**src/rtl/core/arnt_pkg.sv**
```systemverilog
// ============================================================================
// arnt_pkg: shared types and helpers for the ACK record number tracker
// Holds command and result layouts, operation and result codes, and the
// record pair type used by the store and the compare unit.
// ============================================================================
package arnt_pkg;

    // Default depth of the record list
    localparam int MAX_RECORDS_DEF = 8;

    typedef enum logic [1:0] {
        OP_SAVE   = 2'd0,
        OP_EMIT   = 2'd1,
        OP_CLEAR  = 2'd2,
        OP_UNUSED = 2'd3
    } t_opcode;

    typedef enum logic [1:0] {
        KIND_SAVE  = 2'd0,
        KIND_ENTRY = 2'd1,
        KIND_EMPTY = 2'd2,
        KIND_CLEAR = 2'd3
    } t_kind;

    typedef enum logic [1:0] {
        SAVE_APPENDED  = 2'd0,
        SAVE_DUPLICATE = 2'd1,
        SAVE_EVICTED   = 2'd2,
        SAVE_RESERVED  = 2'd3
    } t_status;

    typedef enum logic {
        ST_IDLE = 1'b0,
        ST_SCAN = 1'b1
    } t_state;

    // Epoch sits in the upper half, so a plain compare orders pairs correctly
    typedef struct packed {
        logic [63:0] epoch;
        logic [63:0] seq_num;
    } t_pair;

    typedef struct packed {
        t_opcode     opcode;
        logic [63:0] epoch;
        logic [63:0] seq_num;
    } t_cmd;

    typedef struct packed {
        t_kind       kind;
        t_status     status;
        logic [63:0] out_epoch;
        logic [63:0] out_seq_num;
        logic        last;
        logic [3:0]  record_count;
        logic [7:0]  list_bytes;
        logic        start_timer;
    } t_result;

    typedef struct packed {
        logic eq;
        logic lt;
    } t_cmp_flags;

    function automatic t_result make_result(
        input t_kind      kind,
        input t_status    status,
        input t_pair      pair,
        input logic       last,
        input logic [3:0] count,
        input logic       start_timer
    );
        t_result res;
        res.kind         = kind;
        res.status       = status;
        res.out_epoch    = pair.epoch;
        res.out_seq_num  = pair.seq_num;
        res.last         = last;
        res.record_count = count;
        res.list_bytes   = {count, 4'h0};
        res.start_timer  = start_timer;
        return res;
    endfunction

endpackage

```
**src/rtl/core/arnt_store.sv**
```systemverilog
// ============================================================================
// arnt_store: record pair memory
// One write port and one read port with registered read data.
// ============================================================================
module arnt_store #(
    parameter int DEPTH = arnt_pkg::MAX_RECORDS_DEF,
    parameter int AW    = 3
) (
    input  logic             i_clk,
    input  logic             i_wr_en,
    input  logic [AW-1:0]    i_wr_addr,
    input  arnt_pkg::t_pair  i_wr_data,
    input  logic             i_rd_en,
    input  logic [AW-1:0]    i_rd_addr,
    output arnt_pkg::t_pair  o_rd_data
);

    arnt_pkg::t_pair r_mem [DEPTH];
    arnt_pkg::t_pair r_rd_data;

    always_ff @(posedge i_clk) begin
        if (i_wr_en) begin
            r_mem[i_wr_addr] <= i_wr_data;
        end
    end

    always_ff @(posedge i_clk) begin
        if (i_rd_en) begin
            r_rd_data <= r_mem[i_rd_addr];
        end
    end

    assign o_rd_data = r_rd_data;

endmodule

```
**src/rtl/core/arnt_cmp.sv**
```systemverilog
// ============================================================================
// arnt_cmp: shared pair comparator
// Equality and ordering of two (epoch, sequence) pairs.
// ============================================================================
module arnt_cmp (
    input  arnt_pkg::t_pair      i_a,
    input  arnt_pkg::t_pair      i_b,
    output arnt_pkg::t_cmp_flags o_flags
);

    // Epoch in the upper bits makes this the lexicographic order
    assign o_flags.eq = (i_a == i_b);
    assign o_flags.lt = (i_a < i_b);

endmodule

```
**src/rtl/core/ack_record_number_tracker.sv**
```systemverilog
// ============================================================================
// ack_record_number_tracker: bounded list of received record numbers
// Saves (epoch, sequence) pairs without duplicates, evicting the oldest when
// full, emits the list in ascending order, and clears it on request.
// ============================================================================
// Clear and emit of an empty list: result the cycle after acceptance, busy
//   never rises; an unused opcode is taken at once and gives no result.
// Save: busy while the held entries are read (one read per cycle), then one
//   drain and one finish step (only the finish when empty), status the following cycle.
// Emit: one pass per entry held, each a full scan over the single comparator,
//   one entry strobed after each pass. Reset empties the list, disarms the timer.
module ack_record_number_tracker #(
    parameter int MAX_RECORDS = arnt_pkg::MAX_RECORDS_DEF
) (
    input  logic              i_clk,
    input  logic              i_rst_n,
    input  logic              start,
    output logic              busy,
    input  arnt_pkg::t_cmd    i_cmd,
    input  logic              i_cfg_we,
    input  logic              i_cfg_wdata,
    output logic              o_strobe,
    output arnt_pkg::t_result o_result
);

    // Address width of the list, count width that can hold the depth itself
    localparam int AW = (MAX_RECORDS > 1) ? $clog2(MAX_RECORDS) : 1;
    localparam int CW = $clog2(MAX_RECORDS + 1);
    localparam int SW = CW + 1;

    // ------------------------------------------------------------------------
    // State
    // ------------------------------------------------------------------------
    arnt_pkg::t_state  r_state, n_state;
    arnt_pkg::t_opcode r_op, n_op;
    arnt_pkg::t_pair   r_req, n_req;        // pair of the save transaction
    arnt_pkg::t_pair   r_best, n_best;      // running minimum of an emit pass
    logic [AW-1:0]     r_best_idx, n_best_idx;
    logic              r_best_vld, n_best_vld;
    logic [MAX_RECORDS-1:0] r_used, n_used; // entries already emitted
    logic [CW-1:0]     r_idx, n_idx;        // next logical entry to read
    logic              r_chk, n_chk;        // read data valid this cycle
    logic [AW-1:0]     r_chk_idx, n_chk_idx;
    logic [CW-1:0]     r_k, n_k;            // emit pass number
    logic              r_dup, n_dup;
    logic [CW-1:0]     r_count, n_count;    // entries held
    logic [AW-1:0]     r_head, n_head;      // physical slot of the oldest entry
    logic              r_armed, n_armed;
    logic              r_active, n_active;
    arnt_pkg::t_result r_out, n_out;
    logic              r_out_vld, n_out_vld;

    // Store and comparator hookup
    logic                 rd_en, wr_en;
    logic [AW-1:0]        rd_addr, wr_addr;
    arnt_pkg::t_pair      rd_data;
    arnt_pkg::t_pair      cmp_ref;
    arnt_pkg::t_cmp_flags cmp_flags;

    logic issue, scan_end, last_pass, full;

    // Map a logical index onto the ring, given the head slot
    function automatic logic [AW-1:0] ring_addr(input logic [SW-1:0] sum);
        logic [AW-1:0] addr;
        if (sum >= SW'(MAX_RECORDS)) begin
            addr = AW'(sum - SW'(MAX_RECORDS));
        end else begin
            addr = AW'(sum);
        end
        return addr;
    endfunction

    arnt_store #(
        .DEPTH (MAX_RECORDS),
        .AW    (AW)
    ) u_store (
        .i_clk     (i_clk),
        .i_wr_en   (wr_en),
        .i_wr_addr (wr_addr),
        .i_wr_data (r_req),
        .i_rd_en   (rd_en),
        .i_rd_addr (rd_addr),
        .o_rd_data (rd_data)
    );

    // Save compares against the incoming pair, emit against the running best
    assign cmp_ref = (r_op == arnt_pkg::OP_SAVE) ? r_req : r_best;

    arnt_cmp u_cmp (
        .i_a     (rd_data),
        .i_b     (cmp_ref),
        .o_flags (cmp_flags)
    );

    // ------------------------------------------------------------------------
    // Scan control: one read issued per cycle, its data checked in the cycle after
    // ------------------------------------------------------------------------
    assign issue     = (r_state == arnt_pkg::ST_SCAN) && (r_idx < r_count);
    assign scan_end  = (r_state == arnt_pkg::ST_SCAN) && !issue && !r_chk;
    assign last_pass = ((r_k + CW'(1)) == r_count);
    assign full      = (r_count == CW'(MAX_RECORDS));
    assign busy      = (r_state != arnt_pkg::ST_IDLE);

    assign rd_en   = issue;
    assign rd_addr = ring_addr(SW'(r_head) + SW'(r_idx));

    // ------------------------------------------------------------------------
    // Next state
    // ------------------------------------------------------------------------
    always_comb begin
        n_state = r_state;
        case (r_state)
            arnt_pkg::ST_IDLE: begin
                if (start) begin
                    if ((i_cmd.opcode == arnt_pkg::OP_SAVE) ||
                        ((i_cmd.opcode == arnt_pkg::OP_EMIT) && (r_count != '0))) begin
                        n_state = arnt_pkg::ST_SCAN;
                    end
                end
            end
            arnt_pkg::ST_SCAN: begin
                if (scan_end && ((r_op != arnt_pkg::OP_EMIT) || last_pass)) begin
                    n_state = arnt_pkg::ST_IDLE;
                end
            end
            default: n_state = arnt_pkg::ST_IDLE;
        endcase
    end

    // ------------------------------------------------------------------------
    // Datapath and outputs
    // ------------------------------------------------------------------------
    always_comb begin
        logic [CW-1:0]     cnt_after;
        arnt_pkg::t_status sts;
        logic              st;

        n_op       = r_op;
        n_req      = r_req;
        n_best     = r_best;
        n_best_idx = r_best_idx;
        n_best_vld = r_best_vld;
        n_used     = r_used;
        n_idx      = r_idx;
        n_chk      = 1'b0;
        n_chk_idx  = r_chk_idx;
        n_k        = r_k;
        n_dup      = r_dup;
        n_count    = r_count;
        n_head     = r_head;
        n_armed    = r_armed;
        n_active   = r_active;
        n_out      = r_out;
        n_out_vld  = 1'b0;
        wr_en      = 1'b0;
        wr_addr    = full ? r_head : ring_addr(SW'(r_head) + SW'(r_count));
        cnt_after  = r_count;
        sts        = arnt_pkg::SAVE_APPENDED;
        st         = 1'b0;

        // The user must write the configuration only while idle; the block does not enforce it
        if (i_cfg_we) begin
            n_active = i_cfg_wdata;
        end

        case (r_state)
            arnt_pkg::ST_IDLE: begin
                if (start) begin
                    n_op       = i_cmd.opcode;
                    n_req      = '{epoch: i_cmd.epoch, seq_num: i_cmd.seq_num};
                    n_idx      = '0;
                    n_k        = '0;
                    n_dup      = 1'b0;
                    n_best_vld = 1'b0;
                    n_used     = '0;
                    case (i_cmd.opcode)
                        arnt_pkg::OP_CLEAR: begin
                            n_count   = '0;
                            n_head    = '0;
                            n_armed   = 1'b0;
                            n_out     = arnt_pkg::make_result(arnt_pkg::KIND_CLEAR,
                                            arnt_pkg::SAVE_APPENDED, '0, 1'b1, 4'h0, 1'b0);
                            n_out_vld = 1'b1;
                        end
                        arnt_pkg::OP_EMIT: begin
                            if (r_count == '0) begin
                                n_out     = arnt_pkg::make_result(arnt_pkg::KIND_EMPTY,
                                                arnt_pkg::SAVE_APPENDED, '0, 1'b1, 4'h0, 1'b0);
                                n_out_vld = 1'b1;
                            end
                        end
                        default: ;
                    endcase
                end
            end

            arnt_pkg::ST_SCAN: begin
                if (issue) begin
                    n_idx = r_idx + CW'(1);
                end
                n_chk     = issue;
                n_chk_idx = r_idx[AW-1:0];

                if (r_chk) begin
                    if (r_op == arnt_pkg::OP_SAVE) begin
                        if (cmp_flags.eq) begin
                            n_dup = 1'b1;
                        end
                    end else if (!r_used[r_chk_idx] && (!r_best_vld || cmp_flags.lt)) begin
                        n_best     = rd_data;
                        n_best_idx = r_chk_idx;
                        n_best_vld = 1'b1;
                    end
                end

                if (scan_end) begin
                    case (r_op)
                        arnt_pkg::OP_SAVE: begin
                            if (r_dup) begin
                                sts = arnt_pkg::SAVE_DUPLICATE;
                            end else begin
                                wr_en = 1'b1;
                                if (full) begin
                                    // Oldest slot takes the new pair, head moves on
                                    sts    = arnt_pkg::SAVE_EVICTED;
                                    n_head = (r_head == AW'(MAX_RECORDS - 1)) ?
                                             '0 : r_head + AW'(1);
                                end else begin
                                    cnt_after = r_count + CW'(1);
                                end
                                if (r_active && !r_armed) begin
                                    st      = 1'b1;
                                    n_armed = 1'b1;
                                end
                            end
                            n_count   = cnt_after;
                            n_out     = arnt_pkg::make_result(arnt_pkg::KIND_SAVE, sts, '0,
                                            1'b1, 4'(cnt_after), st);
                            n_out_vld = 1'b1;
                        end
                        arnt_pkg::OP_EMIT: begin
                            n_used[r_best_idx] = 1'b1;
                            n_out      = arnt_pkg::make_result(arnt_pkg::KIND_ENTRY,
                                             arnt_pkg::SAVE_APPENDED, r_best, last_pass,
                                             4'(r_count), 1'b0);
                            n_out_vld  = 1'b1;
                            // Restart the scan for the next smallest pair
                            n_idx      = '0;
                            n_best_vld = 1'b0;
                            n_k        = r_k + CW'(1);
                        end
                        default: ;
                    endcase
                end
            end

            default: ;
        endcase
    end

    // ------------------------------------------------------------------------
    // Registers
    // ------------------------------------------------------------------------
    always_ff @(posedge i_clk) begin
        if (!i_rst_n) begin
            r_state    <= arnt_pkg::ST_IDLE;
            r_op       <= arnt_pkg::OP_SAVE;
            r_best_vld <= 1'b0;
            r_used     <= '0;
            r_idx      <= '0;
            r_chk      <= 1'b0;
            r_k        <= '0;
            r_dup      <= 1'b0;
            r_count    <= '0;
            r_head     <= '0;
            r_armed    <= 1'b0;
            r_active   <= 1'b1;
            r_out_vld  <= 1'b0;
        end else begin
            r_state    <= n_state;
            r_op       <= n_op;
            r_best_vld <= n_best_vld;
            r_used     <= n_used;
            r_idx      <= n_idx;
            r_chk      <= n_chk;
            r_k        <= n_k;
            r_dup      <= n_dup;
            r_count    <= n_count;
            r_head     <= n_head;
            r_armed    <= n_armed;
            r_active   <= n_active;
            r_out_vld  <= n_out_vld;
        end
    end

    // Payload: hold without reset
    always_ff @(posedge i_clk) begin
        r_req      <= n_req;
        r_best     <= n_best;
        r_best_idx <= n_best_idx;
        r_chk_idx  <= n_chk_idx;
        r_out      <= n_out;
    end

    assign o_strobe = r_out_vld;
    assign o_result = r_out;

    // ------------------------------------------------------------------------
    // Assertions
    // ------------------------------------------------------------------------
    a_count_bound: assert property (@(posedge i_clk) disable iff (!i_rst_n)
        r_count <= CW'(MAX_RECORDS))
        else $error("entry count beyond list depth");

    a_clear_next: assert property (@(posedge i_clk) disable iff (!i_rst_n)
        start && !busy && (i_cmd.opcode == arnt_pkg::OP_CLEAR)
        |=> o_strobe && (o_result.kind == arnt_pkg::KIND_CLEAR) && (r_count == '0))
        else $error("clear transaction did not complete next cycle");

    a_not_last_busy: assert property (@(posedge i_clk) disable iff (!i_rst_n)
        o_strobe && !o_result.last |-> busy)
        else $error("intermediate result while idle");

    a_timer_armed: assert property (@(posedge i_clk) disable iff (!i_rst_n)
        o_strobe && o_result.start_timer
        |-> r_armed && (o_result.kind == arnt_pkg::KIND_SAVE))
        else $error("timer start without armed flag");

endmodule

```
**config.mk**
```make
export PLATFORM = sky130hd
export DESIGN_NAME = ack_record_number_tracker
export DESIGN_NICKNAME = d
export VERILOG_FILES = /design/src/rtl/core/arnt_pkg.sv /design/src/rtl/core/arnt_store.sv /design/src/rtl/core/arnt_cmp.sv /design/src/rtl/core/ack_record_number_tracker.sv
export SDC_FILE = /design/constraint.sdc
export NUM_CORES = 2
export LEC_CHECK = 0
export ABC_AREA = 1
export BUFFER_PORTS_ARGS = -buffer_cell sky130_fd_sc_hd__clkbuf_2
export CAP_MARGIN = 10
export CORE_MARGIN = 2
export CORE_UTILIZATION = 45
export DETAILED_ROUTE_END_ITERATION = 8
export GPL_TIMING_DRIVEN = 0
export PLACE_DENSITY = 0.65
export SLEW_MARGIN = 10
export SYNTH_ARGS = -nofsm -noshare
export SYNTH_HDL_FRONTEND = slang
export SYNTH_SLANG_ARGS = --single-unit
```
**constraint.sdc**
```tcl
create_clock -name i_clk -period 15.23 [get_ports i_clk]
set_input_delay 3.046 -clock i_clk [delete_from_list [all_inputs] [get_ports i_clk]]
set_output_delay 3.046 -clock i_clk [all_outputs]
set_load 0.1 [all_outputs]
```
Word-level counts from Yosys, hierarchy flattened
Memories as Yosys holds them, arrays and structs flattened. A register that Yosys moved wholly into a read port is not among the register bits.
Cells that the tools add are included.
Storage, ports and cells
  latch bits: 0
  register bits: 440
  word-level logic and storage cells: 176
  memory bits (read-only): 0
  output and inout bits: 148
  memories: 1
  RAM bits: 1024
Operators by class
  multipliers: 0
  divide/modulo/power cells: 0
  bitwise gates (word level): 3
  eq/ne operators: 21
  magnitude comparators: 7
  $add $sub $neg: 8
  reductions and logical operators: 30
  shifts and indexed selects: 0
  muxes and demuxes: 79
Memories
  u_store.r_mem: depth 8, width 128, read ports 1, clocked after memory_dff 1, write ports 1, RTL line arnt_store.sv:18  | arnt_pkg::t_pair r_mem [DEPTH];
Operators with widths (count)
  case mux 146 bit (2 select lines): 3
  2-to-1 mux 146 bit: 3
  equality test 128 bit: 1
  less-than comparator 128 bit: 1
  2-to-1 mux 128 bit: 1
  2-to-1 mux 4 bit: 12
  2-to-1 mux 1 bit: 32
  2-to-1 mux 3 bit: 10
  2-to-1 mux 8 bit: 3
  case mux 4 bit (2 select lines): 3
  inequality test 2 x 1 -> 1 bit, second input constant: 9
  case mux 8 bit (2 select lines): 1
  adder 4 x 1 -> 4 bit, second input constant: 3
  case mux 1 bit (2 select lines): 6
  AND reduction 4 bit: 3
  AND reduction 6 bit: 2
  adder 3 x 4 -> 5 bit: 2
  >= comparator 5 x 4 -> 1 bit, second input constant: 2
  logical AND 1 bit: 8
  less-than comparator 3 x 4 -> 1 bit, second input constant: 2
  bitwise OR 8 bit: 1
  case mux 3 bit (2 select lines): 1
  subtractor 3 x 1 -> 3 bit, second input constant: 2
  zero test 1 bit: 5
  24 further kinds: 32

Depth between registers and ports, before layout
  word-level depth: 11
  gate-level depth with buffers: 22

Modules after synthesis
A second synthesis with hierarchy kept.
Unflattened totals
  cells, all modules: 6386
  area total of the unflattened synthesis: 68998.7 sq um
Modules (own cells, without submodules)
  arnt_store: seq. area each 34593.2 sq um, area an instance 48358.9 sq um, times used 1, cells an instance 4570
  ack_record_number_tracker: seq. area each 12652.1 sq um, area an instance 17219.0 sq um, times used 1, cells an instance 1262
  arnt_cmp: seq. area each 0.0 sq um, area an instance 3420.8 sq um, times used 1, cells an instance 554

Worst setup path before layout
Ideal clock, no wire load.
  kind: in2reg
  from: input port start
  to: register r_out (netlist bit o_result[0]), enable pin
  cell stages on the path: 6
  buffers on the path: 0
  library setup time: 0.682 ns
  slack: 0.531 ns
  data arrival time: 14.017 ns
  data required time: 14.548 ns
  cells stage by stage: inv_1 -> nor2_2 -> inv_1 -> a21oi_1 -> o21ai_0 -> a21oi_1
On the way
  cells in the longest elaborated chain, start to end: 2
Ends and longest elaborated chain
  start, declared: RTL line ack_record_number_tracker.sv:17  | input logic start,
  inequality test 2 bit (no line)
  AND reduction 5 bit (no line)
  end signal, assigned: RTL line ack_record_number_tracker.sv:302  | r_out <= n_out;
  end, declared: RTL line ack_record_number_tracker.sv:50  | arnt_pkg::t_result r_out, n_out;
Every way passes these cells.
A chain may end at the register's enable or synchronous reset.

Worst setup path in the final report
  from: register r_op[1]
  to: register r_best[49] in the netlist's numbering, enable pin
On the way
  cells in the longest elaborated chain, start to end: 6
Ends and longest elaborated chain
  start, declared: RTL line ack_record_number_tracker.sv:35  | arnt_pkg::t_opcode r_op, n_op;
  start signal, assigned: RTL line ack_record_number_tracker.sv:267  | r_op <= arnt_pkg::OP_SAVE;
  start signal, assigned: RTL line ack_record_number_tracker.sv:281  | r_op <= n_op;
  zero test 2 bit (*): RTL line ack_record_number_tracker.sv:87, ack_record_number_tracker.sv:205
  2-to-1 mux 128 bit: RTL line ack_record_number_tracker.sv:87  | assign cmp_ref = (r_op == arnt_pkg::OP_SAVE) ? r_req : r_best;
  less-than comparator 128 bit: RTL line arnt_cmp.sv:13  | assign o_flags.lt = (i_a < i_b);
  logical OR 1 bit: RTL line ack_record_number_tracker.sv:209  | end else if (!r_used[r_chk_idx] && (!r_best_vld || cmp_flags.lt)) begin
  logical AND 1 bit: RTL line ack_record_number_tracker.sv:209
  AND reduction 4 bit (no line) (*)
  end signal, assigned: RTL line ack_record_number_tracker.sv:299  | r_best <= n_best;
  end, declared: RTL line ack_record_number_tracker.sv:37  | arnt_pkg::t_pair r_best, n_best;
Mark *: on every way between the ends. The rest lies on a longest branch, timed or not.

==> flow_summary.toml <==
[logic_synthesis]
netlist_instances = 4678
ys_ff_latch = 1584
yosys-top-cells-area = "edfxtp_1, o21ai_0, inv_1"
synth_top_cell_by_area = "edfxtp_1"
synth_enable_flop_cells = 1552
yosysTopAreaCellShare_pct = 73.4
syn-cell-area_um2 = 63500
async_flop_share_pct = 0
synthFlopType = "edfxtp_1"
ys_seq_area_share_pct = 74.4
yosys_warnings = 0
syn_avg_cell_area_um2 = 13.6
yosys.cell_types.count = 47

[critical_path]
critPathKind = "flop to flop"
worstSetupStartpointType = "flop"
r2r-start = "r_op[1]"
reg2regPathDepth = 20
endpoint_kind = "flop"
crit_fanout = 22
cp.required_ps = 15720
r2r-end = "r_best[49]"
rrSetupSlack_ps = 8600
arrival_ps = 7110

[clock_tree]
clk_pin_slew_worst_paths_ps = 60
ctsResizeCount = 0
clock-sinks = 1584
hold_buffers = 0
htree_levels = 4
cts-root-buf = "clkbuf_16"
cts_tree = "built"
clock_latency_ps = 810
post_cts_buffers = 0
numCtsBuffers = 163
cts_max_path_buffers = 3

[drt]
avgViaCountPerCell = 5.43
ant_nets = 0
vias = 39112
wl_per_cell_um = 23.6
wirelength_um = 170000
dr.pass1.iters = 6
drc_errors = 0
drt_iter0_markers = 4482

[sta]
fin_hold_ws_ps = 440
finalMaxSlewViolations = 0
rsz0062_at_grt = "false"
final.setup.tns_ps = 0
skew_ps = 37.0
fin_crit_ps = 6630
setup_viol = 0
worstMarginPinSlew_ps = 1370
setup_ws_ps = 8600
hold_viol_final = 0
fin_crit_sh_pct = 43.5
fmax_mhz = 151
slew_headroom_pct = 8.63

[status]
status = "finished, final reports clean"

[cells_and_area]
fill_cells = 11530
drive_gt1_share_pct = 13.3
seq_area_um2 = 47200
multi_input_area_um2 = 13000
synthToLayoutAreaGrowth_pct = 16.3
stdcell_area_um2 = 73800
nNetsFinal = 5474

[grt]
antenna_found_initial = 11
grt_use_total_pct = 23.3
grt_max_degree = 29
first_global_vias = 38340
grt_pass1_wl_um = 248000
overflow = 0

[placed_design]
dp_hpwl_um = 117000
place_congestion = 0.857
dpl_cell_area_um2 = 68900
portBuffers = 278
pre_cts_slack_ps = 8760

[min_path]
holdPathStages = 0
hold_path.class = "flop to flop"
holdCritStartpoint = "u_store.o_rd_data[25]"
whs_endpoint = "r_best[25]"

[power]
p_leak_uw = 0.0265
vdd_ir_drop_max_mv = 0.124
power_density_nw_per_um2 = 134

[floorplanning]
dieArea_um2 = 144000
die_y_um = 380
core_area_um2 = 140000
start_util_pct = 45.4
core.rowCount = 137
ios = 283
fp.dieW_um = 380

[run]
cap_violations = 0
cell usage after synthesis (all sizes together) (32+ instances only):
library cell and number:
a21oi 352, a31oi 128, buf 110, clkbuf 129
dfxtp 32, edfxtp 1552, ha 142, inv 580
mux2i 128, nand2 428, nor2 322, o211ai 132
o21ai 552
per-layer routing:
layer  share of wire (%)  global-route usage (%)
met1                  41                    32.0
met2                  46                    36.3
met3                 9.2                    4.90
met4                 3.9                    9.76
met5              0.0077                       0
where the power goes:
group | internal [uW] | switching, uW
Combinational | 286 | 849
Sequential | 4920 | 83.2
Clock | 2080 | 1650
critical path, stage by stage (launching register included):
cell and delay (ps):
dfxtp_1 390, nor2_1 190, inv_1 260, clkbuf_1 840, clkbuf_1 890, nand2_1 110
o21ai_0 120, ha_1 290, nand2_1 90, nor2_1 50, nor3b_1 310, nand2_1 160
nor2_1 290, nand2_1 160, a21oi_1 470, nand2_1 230, a21oi_4 600, buf_16 230
buf_16 170, buf_16 180, buf_12 200
logic make-up (layout without fill, tap and decap cells):
logic type | Yosys count | after routing | share of synthesized area [%]
mux | 128 | 128 | 2.02
other cells | 1 | 5 | 0.00591
fa+ha+maj | 144 | 144 | 2.86
simple gates | 809 | 809 | 5.07
compound gates | 1178 | 1178 | 10.2
flops | 1584 | 1584 | 74.4
buf+inv | 822 | 1463 | 5.25
xor+xnor | 12 | 12 | 0.177
final cells by class:
class | count | area share [%]
antenna | 1 | 0.00339
buffer | 239 | 1.55
clock buffer | 205 | 5.85
clock inverter | 87 | 0.817
inverter | 583 | 2.97
multi-input combinational | 2275 | 17.6
sequential | 1584 | 64.0
tap | 1876 | 3.18
timing repair buffer | 349 | 4.00
per-stage QoR:
stage,utilization (%),total power (uW),std cells
floorplan,-,5820,4681
global placement,48.1,6210,6835
detailed placement,49.3,6220,6906
CTS,52.8,9910,7198
global route,52.8,10200,7198
finish,52.8,9870,7199
state kept, by name, indices dropped and copies added (netlist names), 2 cells and up:
name	flops
r_op	2
r_idx	4
r_head	3
r_used	8
r_k	4
u_store.o_rd_data	128
r_req	128
r_chk_idx	3
r_best	128
r_count	4
r_best_idx	3
o_result	138
u_store.r_mem	1024
worst max-delay path by stage:
stage	from	slack, ps	to
floorplan	start	530	o_result[0]
global placement	start	-8030	o_result[105]
detailed placement	r_op[1]	8760	r_best[50]
CTS	r_op[1]	8710	r_best[50]
global route	r_op[1]	8440	r_best[55]
finish	r_op[1]	8600	r_best[49]
placed cells by master, fill, tap and decap left out, types with 12 or more instances in the layout:
cell type,count
clkbuf_1,160
clkinv_1,37
buf_4,12
mux2i_1,128
nand3_1,20
buf_6,14
buf_2,74
nand2_1,421
o21ai_1,33
inv_1,577
o211ai_1,132
buf_16,19
buf_12,52
nor2_1,310
dfxtp_1,32
edfxtp_1,1552
a21oi_1,345
ha_1,142
clkinv_2,27
nand4_1,20
clkbuf_16,166
a31oi_1,128
o21ai_0,518
clkbuf_2,284
Power figures use the tool's default switching activity.
